### src/design/slpa_pkg.sv
`timescale 1ns / 1ps

package slpa_pkg;

	// Loop table size and the width of an entry number
	localparam int LOOP_ENTRIES = 8;
	localparam int SEL_W = (LOOP_ENTRIES > 1) ? $clog2(LOOP_ENTRIES) : 1;

	// Register limits
	localparam logic [20:0] CHUNK_MAX = 21'd1048576;
	localparam logic [5:0] FRAME_MAX = 6'd32;

	// Request codes
	localparam logic [1:0] REQ_WRITE = 2'd0;
	localparam logic [1:0] REQ_START = 2'd1;
	localparam logic [1:0] REQ_FETCH = 2'd2;

	// Configuration register indexes
	localparam logic [1:0] CFG_DATA_START = 2'd0;
	localparam logic [1:0] CFG_DATA_STOP = 2'd1;
	localparam logic [1:0] CFG_CHUNK_BYTES = 2'd2;
	localparam logic [1:0] CFG_FRAME_BYTES = 2'd3;

	typedef logic [SEL_W-1:0] sel_t;

	// Search token passed down the cell chain
	typedef struct packed {
		logic vld;
		logic found;
		sel_t sel;
		logic [31:0] lstart;
		logic [31:0] lend;
		logic left_one;
	} pkt_t;

	// Commands broadcast to every cell
	typedef struct packed {
		logic wr_en;
		logic [2:0] wr_idx;
		logic [31:0] wr_start;
		logic [31:0] wr_end;
		logic [31:0] wr_repeat;
		logic wr_enable;
		logic rearm;
		logic hit_en;
		sel_t hit_sel;
	} cell_cmd_t;

	typedef enum logic [1:0] {
		ST_IDLE,
		ST_SCAN,
		ST_UPDATE,
		ST_RESP
	} state_t;

	function automatic logic [20:0] clamp_chunk(input logic [20:0] v);
		logic [20:0] r;
		r = v;
		if (v == 21'd0) r = 21'd1;
		else if (v > CHUNK_MAX) r = CHUNK_MAX;
		return r;
	endfunction

	function automatic logic [5:0] clamp_frame(input logic [5:0] v);
		logic [5:0] r;
		r = v;
		if (v == 6'd0) r = 6'd1;
		else if (v > FRAME_MAX) r = FRAME_MAX;
		return r;
	endfunction

endpackage

### src/design/slpa_cell.sv
`timescale 1ns / 1ps

// One loop table entry plus one stage of the search chain.
module slpa_cell import slpa_pkg::*; (
	input logic clk,
	input logic arst_n,
	input sel_t cell_id,
	input logic [31:0] data_start,
	input logic [5:0] frame_bytes,
	input logic [31:0] pos,
	input cell_cmd_t cmd,
	input pkt_t pkt_in,
	output pkt_t pkt_out
);

	logic [31:0] start_q;
	logic [31:0] end_q;
	logic [31:0] init_q;
	logic [31:0] left_q;
	logic active_q;
	logic valid_q;
	logic [31:0] ls;
	logic [31:0] le;
	pkt_t pkt_d;
	pkt_t pkt_q;
	logic wr_me;
	logic hit_me;
	logic match;

	assign wr_me = cmd.wr_en && (int'(cmd.wr_idx) == int'(cell_id));
	assign hit_me = cmd.hit_en && (cmd.hit_sel == cell_id);
	assign match = valid_q && active_q && (pos >= ls) && (pos < le);

	// Byte bounds of the region
	assign ls = data_start + start_q * {26'd0, frame_bytes};
	assign le = data_start + (end_q + 32'd1) * {26'd0, frame_bytes};

	// Entry payload and live count
	always_ff @(posedge clk) begin
		if (cmd.rearm) begin
			if (valid_q) left_q <= init_q;
		end else if (hit_me) begin
			if (left_q != 32'd1 && left_q != 32'd0) left_q <= left_q - 32'd1;
		end else if (wr_me) begin
			start_q <= cmd.wr_start;
			end_q <= cmd.wr_end;
			init_q <= cmd.wr_repeat;
			left_q <= cmd.wr_repeat;
		end
	end

	// Entry flags
	always_ff @(posedge clk or negedge arst_n) begin
		if (!arst_n) begin
			active_q <= 1'b0;
			valid_q <= 1'b0;
		end else if (cmd.rearm) begin
			active_q <= valid_q;
		end else if (hit_me) begin
			if (left_q == 32'd1) active_q <= 1'b0;
		end else if (wr_me) begin
			active_q <= 1'b0;
			valid_q <= cmd.wr_enable;
		end
	end

	// Search stage: first matching entry claims the token
	always_comb begin
		pkt_d = pkt_in;
		if (pkt_in.vld && !pkt_in.found && match) begin
			pkt_d.found = 1'b1;
			pkt_d.sel = cell_id;
			pkt_d.lstart = ls;
			pkt_d.lend = le;
			pkt_d.left_one = (left_q == 32'd1);
		end
	end

	always_ff @(posedge clk or negedge arst_n) begin
		if (!arst_n) pkt_q <= '0;
		else pkt_q <= pkt_d;
	end

	assign pkt_out = pkt_q;

endmodule

### config.mk
export PLATFORM = sky130hd
export DESIGN_NAME = slpa_cell
export DESIGN_NICKNAME = d
export VERILOG_FILES = /design/src/design/slpa_pkg.sv /design/src/design/slpa_cell.sv
export SDC_FILE = /design/constraint.sdc
export NUM_CORES = 1
export LEC_CHECK = 0
export BUFFER_PORTS_ARGS = -buffer_cell sky130_fd_sc_hd__buf_2
export CAP_MARGIN = 10
export CORE_UTILIZATION = 30
export CTS_BUF_LIST = sky130_fd_sc_hd__clkbuf_4 sky130_fd_sc_hd__clkbuf_8
export DETAILED_ROUTE_END_ITERATION = 10
export PLACE_DENSITY = 0.43
export SYNTH_ARGS = -nofsm -noshare
export SYNTH_HDL_FRONTEND = slang
export SYNTH_SLANG_ARGS = --single-unit
### constraint.sdc
create_clock -name clk -period 8.7 [get_ports clk]
set_input_delay 1.74 -clock clk [delete_from_list [all_inputs] [get_ports clk]]
set_output_delay 1.74 -clock clk [all_outputs]
set_load 0.05 [all_outputs]
# --- Word level (Yosys, flattened, before mapping) ---
# Index checks and enable logic that the tools add are counted.
op_classes:
  add_sub_neg: 4
  n_mul: 2
  n_lt_le_gt_ge: 2
  n_eq_ne: 7
  n_mux: 10
  n_bitwise: 2
  reduce_logical: 14
op_table:
  columns: ["operator", "count"]
  rows:
  - ["$mux W32", 5]
  - ["$mux W69", 1]
  - ["$add A32 B32 Y32", 2]
  - ["$mul A32 B6 Y32", 2]
  - ["$add A32 B1 Y32 const B", 1]
  - ["$eq A32 B1 Y1 const B", 1]
  - ["$ge A32 B32 Y1", 1]
  - ["$lt A32 B32 Y1", 1]
  - ["$ne A32 B1 Y1 const B", 1]
  - ["$reduce_bool A32 Y1", 1]
  - ["$sub A32 B1 Y32 const B", 1]
  - ["$logic_and A1 B1 Y1", 8]
  - ["$eq A3 B3 Y1", 2]
  - ["$ne A3 B2 Y1 const B", 2]
  - ["$reduce_and A3 Y1", 2]
  - ["$mux W1", 4]
  - ["$reduce_bool A3 Y1", 1]
  - ["$ne A2 B1 Y1 const B", 1]
  - ["$not A1 Y1", 2]
  - ["$reduce_and A2 Y1", 1]
  - ["$logic_not A1 Y1", 1]
word_totals:
  ff_bits: 200
  in_bits: 251
  out_inout_bits: 70
  word_cells: 53

# --- Logic depth before layout (Yosys ltp) ---
# Gate-level depths: netlist (run 1).
logic_depth:
  ltp_word: 7
  ltp_mapped: 34
  mapped_depth_nobuf: 29

# --- Worst setup path after synthesis (run 1) ---
# OpenSTA, ideal clock, no wires.
synth_path:
  path_kind: "input -> register"
  start: "in frame_bytes[2]"
  end: "reg pkt_q (netlist bit pkt_out[27])"
  setup_ns: 0.083
  arrival_time_ns: 8.663
  required_time_ns: 8.617
  setup_slack_ns: -0.045
  stages: 32
  n_path_buf: 5
  cell_sequence: "clkbuf_1 -> clkbuf_1 -> nand2_1 -> fa_1 -> fa_1 -> inv_1 -> fa_1 -> inv_1 -> fa_1 -> inv_1 -> ha_1 -> or4_1 -> o2111ai_1 -> a21oi_1 -> a211o_1 -> o221ai_1 -> o21ai_0 -> o31a_1 -> o311a_1 -> ha_1 -> a211o_1 -> o211ai_1 -> a21oi_1 -> o31ai_1 -> o211ai_1 -> o211ai_1 -> o21a_1 -> buf_4 -> clkbuf_1 -> clkbuf_1 -> nand2_1 -> o21ai_0"
synth_rtl:
  columns: ["item", "line", "rtl"]
  rows:
  - ["start: declaration", "slpa_cell.sv:9", "input logic [5:0] frame_bytes,"]
  - ["end signal: assignment", "slpa_cell.sv:81", "else pkt_q <= pkt_d;"]
  - ["end: declaration", "slpa_cell.sv:25", "pkt_t pkt_q;"]

==> results of run 1 <==
-- worst min-delay path, stage by stage (launching register included) --
cell and delay [ns]:
edfxtp_1 0.35, nand2_1 0.04, o21ai_0 0.05
-- layer usage --
layer  track usage  up-vias  routed length, um
li1              -     8182                  -
met1         0.256     8101              31800
met2         0.284      403              29400
met3        0.0424       69               3780
met4        0.0534       12               1420
met5             0        -                 76
-- through the flow --
stage               total power, mW  instances  setup WS (ns)  area (um^2)
finish                         8.07       3641          0.363        25800
global route                   8.80       3637         0.0226        25800
CTS                            8.14       3635          0.253        25700
detailed placement             7.35       3603         -0.290        25200
global placement               7.26       3603         -0.186        25200
floorplan                      4.98       2259         0.0233        21600
-- logic make-up (layout without fill, tap and decap cells) --
kind of cell / after synthesis / in the layout / share of synthesized area
simple gates: 735 / 735 / 0.169
other cells: 0 / 6 / 0
compound gates: 355 / 355 / 0.0994
fa+ha+maj: 418 / 418 / 0.337
mux: 13 / 13 / 0.00655
flops: 200 / 200 / 0.261
xor+xnor: 128 / 128 / 0.0535
buf+inv: 410 / 836 / 0.0726
-- how the worst max path moves through the flow --
stage	startpoint	endpoint	slack, ns	depth (start not counted)
floorplan	frame_bytes[2]	pkt_out[67]$_DFF_PN0_	0.02	30
global placement	frame_bytes[2]	pkt_out[65]$_DFF_PN0_	-0.19	29
detailed placement	frame_bytes[1]	pkt_out[66]$_DFF_PN0_	-0.29	27
CTS	end_q[2]$_DFFE_PP_	pkt_out[20]$_DFF_PN0_	0.25	31
global route	frame_bytes[2]	pkt_out[65]$_DFF_PN0_	0.02	29
finish	frame_bytes[1]	pkt_out[65]$_DFF_PN0_	0.36	27
-- flip-flops by register name, summed over array words and instances, names as in the netlist --
| name | flops |
|---|---|
| pkt_out | 70 |
| end_q | 32 |
| init_q | 32 |
| left_q | 32 |
| start_q | 32 |
| active_q | 1 |
| valid_q | 1 |
-- cell usage after synthesis, types with 19 or more instances --
library cell	n
a21oi_1	103
nand2_1	312
ha_1	144
inv_1	340
nor3_1	19
nor2b_1	140
fa_1	274
edfxtp_1	128
nor2_1	82
a21o_1	31
dfrtp_1	72
xor2_1	61
clkbuf_1	64
xnor2_1	64
nand4_1	22
nand3_1	27
o21ai_0	129
and2_1	60
-- layout make-up --
type,count,area [um^2],area share
clock inverter,15,241,0.00936
tap,950,1190,0.0461
timing repair buffer,464,2740,0.106
multi-input combinational,1649,14400,0.560
sequential,200,5650,0.219
clock buffer,17,234,0.00907
antenna,6,15.0,0.000582
inverter,340,1280,0.0495
-- cell usage in the layout, fill, tap and decap left out, types with 7 or more instances in the layout --
| master | synthesis | final |
|---|---|---|
| edfxtp_1 | 128 | 128 |
| and2_1 | 60 | 60 |
| nand2b_1 | 16 | 16 |
| a31oi_1 | 10 | 10 |
| inv_1 | 340 | 340 |
| buf_2 | 0 | 319 |
| nor2b_1 | 140 | 139 |
| a211o_1 | 7 | 7 |
| fa_1 | 274 | 274 |
| dfrtp_1 | 72 | 72 |
| o21bai_1 | 13 | 13 |
| and3_1 | 7 | 7 |
| o21ai_0 | 129 | 127 |
| o21a_1 | 8 | 7 |
| mux2_2 | 9 | 9 |
| a21o_1 | 31 | 31 |
| xor2_1 | 61 | 59 |
| nand4_1 | 22 | 22 |
| clkbuf_8 | 0 | 17 |
| a21oi_1 | 103 | 102 |
| buf_4 | 2 | 139 |
| nor4_1 | 15 | 15 |
| nor3_1 | 19 | 19 |
| ha_1 | 144 | 144 |
| nand2_1 | 312 | 312 |
| nand3_1 | 27 | 27 |
| nor2_1 | 82 | 82 |
| xnor2_1 | 64 | 62 |
-- power by group through the flow --
stage / sequential (mW) / clock, mW / combinational [mW]
final: 1.23 / 0.744 / 6.09
after global placement: 1.26 / 0 / 6.00
after CTS: 1.24 / 0.782 / 6.12
after detailed placement: 1.26 / 0 / 6.09
after global routing: 1.25 / 0.803 / 6.75
after floorplan: 1.65 / 0 / 3.33
-- what timing repair did --
| action | in CTS | in global routing |
|---|---|---|
| setup endpoints to repair | 0 | 69 |
| hold buffers | 0 | 0 |
| resized for setup | 0 | 9 |
==> results.ini, run 1 <==
[drt]
ant_nets = 0
drc = 2
drt-initial-drc-count = 938
drt_wl_total_mm = 66.5
routed_via_density = 4.61
drt_first_pass_iters = 8
wire_per_inst_um = 18.3
vias = 16800

[clock_tree]
cts_buffer_depth = 2
cts_buffers = 17
clkTransAtPathRegs_ns = 0.14
htree_levels = 4
cts_setup_buffers = 0
cts_tree = built
cts_num_sinks = 200
root_buffer = clkbuf_8
clk_latency_ns = 0.62

[floorplan]
initial_core_util = 0.303
core_mm2 = 0.0714
die-area_mm2 = 0.0731
io_pins = 321
num_rows = 98
dieHeight_um = 270
die_x_um = 270

[setup_path]
required_ns = 9.19
cp-start-kind = input port
path_buf_inv = 6
critPathKind = input port to register
r2r_start = end_q[2]$_DFFE_PP_
cpPeakStageDelay_ns = 0.54
crit_path_end_kind = register
rrSetupSlack_ns = 0.64
rr_worst_depth = 29
critical_path_arrival_ns = 8.83
cp_top_family = adder cells
reg2reg_to = pkt_out[65]$_DFF_PN0_
cpMaxStageDelayCell = fa_1
path_max_fanout = 42
cp_common_cell = fa_1

[timing]
rsz0062_at_grt = no
fin_crit_ns = 8.34
worstMarginPinSlew_ns = 1.10
setup_viol = 0
clock-skew-final_ns = 0.0456
hold_viol = 0
max_slew_margin = 0.265
tns_ns = 0
holdWs_ns = 0.544
slew_viol_final = 0
period_share = 0.958
max_freq_mhz = 120

[yosys]
synth-seq-cells = 200
synth_flop_cell = edfxtp_1
yosys.area.top_type_share = 0.254
postSynth.asyncResetShare = 0.360
ys_seq_area_frac = 0.261
synthCells = 2259
syn_avg_cell_area_um2 = 9.56
yosysTopAreaCell = fa_1
syn_nets = 2928
synth.area.top_cells = fa_1, edfxtp_1, dfrtp_1, ha_1, inv_1
yosys_warnings = 0
syn_area_mm2 = 0.0216
synth_edf_count = 128
synth_cell_types = 70

[global_routing]
track_usage = 0.184
grt_pass1_vias = 17400
overflow = 0
antenna_found_initial = 13
grt_max_degree = 69
grt_pass1_wl_mm = 102

[min_path]
hold_depth = 2
worstHoldStart = init_q[18]$_DFFE_PP_
hold_path.class = register to register
hold_path_end = left_q[18]$_DFFE_PP_

[cells_and_area]
layout.nets = 3341
synthToLayoutAreaGrowth_pct = 19.4
drive_gt1_frac = 0.197
nFillCells = 7355
final_core_util = 0.361

[pwr]
comb_power_share = 0.755
p_int_mw = 3.98
max-vdd-ir-drop_v = 0.000181
clkPwrFrac = 0.092
power.leakage_nw = 12.1
p_seq_frac = 0.153
p_sw_frac = 0.506
power_density_mw_per_mm2 = 313
switching_power_mw = 4.08

[run_status]
violations = design-rule violations
status = complete, but fails checks

[placed_design]
dpl.hpwl_mm = 56.1
io_buffers = 320
gp_congestion = 0.857

[run]
drv_cap = 0

(Power assumes the default switching activity.)
==> inputs of run 2 (changes only) <==
- CAP_MARGIN: 10 -> 20
- RECOVER_POWER: not set -> 50
==> results.ini, run 2 (same netlist as run 1, synthesis figures left out) <==
[run_status]
status = complete, but fails checks
violations = design-rule violations, max-capacitance violations, max-slew violations

[drt]
ant_nets = 0  ; unchanged
routed_via_density = 4.61  ; about the same
drc = 2  ; unchanged
drt_first_pass_iters = 8  ; unchanged
wire_per_inst_um = 18.3  ; +0.18%
drt-initial-drc-count = 972  ; +3.6%
vias = 16800  ; +0.13%
drt_wl_total_mm = 66.6  ; +0.21%

[timing]
slew_viol_final = 120  ; +120
clock-skew-final_ns = 0.0458  ; +0.000152 ns
period_share = 0.961  ; +0.00238
hold_viol = 0  ; unchanged
fin_crit_ns = 8.36  ; +0.0207 ns
rsz0062_at_grt = no
setup_viol = 0  ; unchanged
worstMarginPinSlew_ns = 2.97  ; +1.87 ns
max_slew_margin = -0.981  ; -1.25
holdWs_ns = 0.543  ; -0.000634 ns
max_freq_mhz = 120  ; -0.25%

[cells_and_area]
synthToLayoutAreaGrowth_pct = 19.0
final_cells = 3642  ; +0.027%
final_cell_mix = inv_1, nand2_1, fa_1
drive_gt1_frac = 0.168  ; -0.0299
largest_reg_flops = 70  ; unchanged
layout_commonest_cell = inv_1
layout.nets = 3342  ; +0.030%

[clock_tree]
htree_levels = 4  ; unchanged
clk_latency_ns = 0.62  ; about the same
cts_buffers = 17  ; unchanged
cts_tree = built
clkTransAtPathRegs_ns = 0.14  ; about the same
cts_setup_buffers = 0  ; unchanged
root_buffer = clkbuf_8
cts_buffer_depth = 2  ; unchanged
cts_num_sinks = 200  ; unchanged

[global_routing]
grt_max_degree = 69  ; unchanged
antenna_found_initial = 13  ; unchanged
track_usage = 0.184  ; unchanged
grt_pass1_vias = 17400  ; unchanged
overflow = 0  ; unchanged
grt_pass1_wl_mm = 102  ; unchanged

[placed_design]
place_inst = 3603  ; unchanged
dpl.hpwl_mm = 56.1  ; unchanged
gp_congestion = 0.857  ; unchanged
io_buffers = 320  ; unchanged

[setup_path]
required_ns = 9.19  ; about the same
rrSetupSlack_ns = 0.65  ; about the same
critPathKind = input port to register
path_max_fanout = 42  ; unchanged
critical_path_arrival_ns = 8.85  ; +0.02 ns
crit_path_end_kind = register
cp-start-kind = input port

[floorplan]
die-area_mm2 = 0.0731  ; unchanged
core_mm2 = 0.0714  ; unchanged
die_x_um = 270  ; unchanged
dieHeight_um = 270  ; unchanged
io_pins = 321  ; unchanged
num_rows = 98  ; unchanged
initial_core_util = 0.303  ; unchanged

[pwr]
max-vdd-ir-drop_v = 0.000180  ; -0.80%
power_density_mw_per_mm2 = 313  ; about the same
power.leakage_nw = 11.9  ; -1.8%

[run]
drv_cap = 2  ; +2

[min_path]
hold_path.class = register to register

==> run 2: cell types whose count changed in the layout (fill, tap and decap cells not counted), sizes merged <==
cell,change
clkbuf,+81
buf,-80
==> run 2: what timing repair did <==
item | CTS | global route
resized for setup | 0 | 9
setup endpoints to repair | 0 | 69
hold buffers | 0 | 0
==> run 2: per-layer routing <==
metal / vias up / wire, um / global-route usage
met1: 8116 / 32000 / 0.256
li1: 8186 / - / -
met5: - / 76 / 0
met2: 407 / 29500 / 0.284
met3: 67 / 3630 / 0.0424
met4: 12 / 1410 / 0.0534
==> run 2: where the power goes <==
part	total (mW)	switching, mW	internal (mW)
combinational	6.07	3.52	2.55
sequential	1.24	0.0688	1.17
clock	0.742	0.494	0.249
total	8.05	4.09	3.96
==> run 2: critical path, cell delays in order <==
cell and delay (ns):
buf_2 0.27, buf_6 0.26, buf_4 0.25, nand2_1 0.10
fa_1 0.49, fa_1 0.54, inv_1 0.05, fa_1 0.50
fa_1 0.47, ha_1 0.41, and3_1 0.26, a31oi_1 0.10
o21ai_1 0.16, nor3_1 0.09, a2111oi_0 0.47, o311ai_0 0.35
buf_4 0.25, ha_1 0.29, nand4_1 0.10, nor2_1 0.08
and2_1 0.16, a221oi_1 0.27, o211ai_1 0.18, o211ai_1 0.16
o21a_4 0.24, buf_12 0.21, mux2_2 0.36
==> run 2: stage by stage <==
stage	power, mW	worst slack (ns)	setup TNS [ns]	utilization	area, um^2
floorplan	4.98	0.0233	0	-	21600
global placement	7.26	-0.186	-4.31	0.354	25200
detailed placement	7.35	-0.290	-9.93	0.354	25200
CTS	8.14	0.253	0	0.360	25700
global route	8.79	0.0226	0	0.360	25700
finish	8.05	0.343	0	0.360	25700
==> run 2: cell type report <==
cell class / instances / area (um^2)
fill: 7400 / 45700
multi-input combinational: 1649 / 14400
sequential: 200 / 5650
timing repair buffer: 465 / 2660
inverter: 340 / 1280
tap: 950 / 1190
clock inverter: 15 / 241
clock buffer: 17 / 234
antenna: 6 / 15.0
==> run 2: path summary, 6_finish.rpt <==
check,endpoint,start,cells after the start
max reg2reg,pkt_out[65]$_DFF_PN0_,end_q[2]$_DFFE_PP_,29
min in group asynchronous,pkt_out[33]$_DFF_PN0_,arst_n,1
min reg2reg,active_q$_DFFE_PN0P_,valid_q$_DFFE_PN0P_,2
max,pkt_out[65]$_DFF_PN0_,frame_bytes[1],27
min,active_q$_DFFE_PN0P_,valid_q$_DFFE_PN0P_,2
max in group asynchronous,pkt_out[17]$_DFF_PN0_,arst_n,2
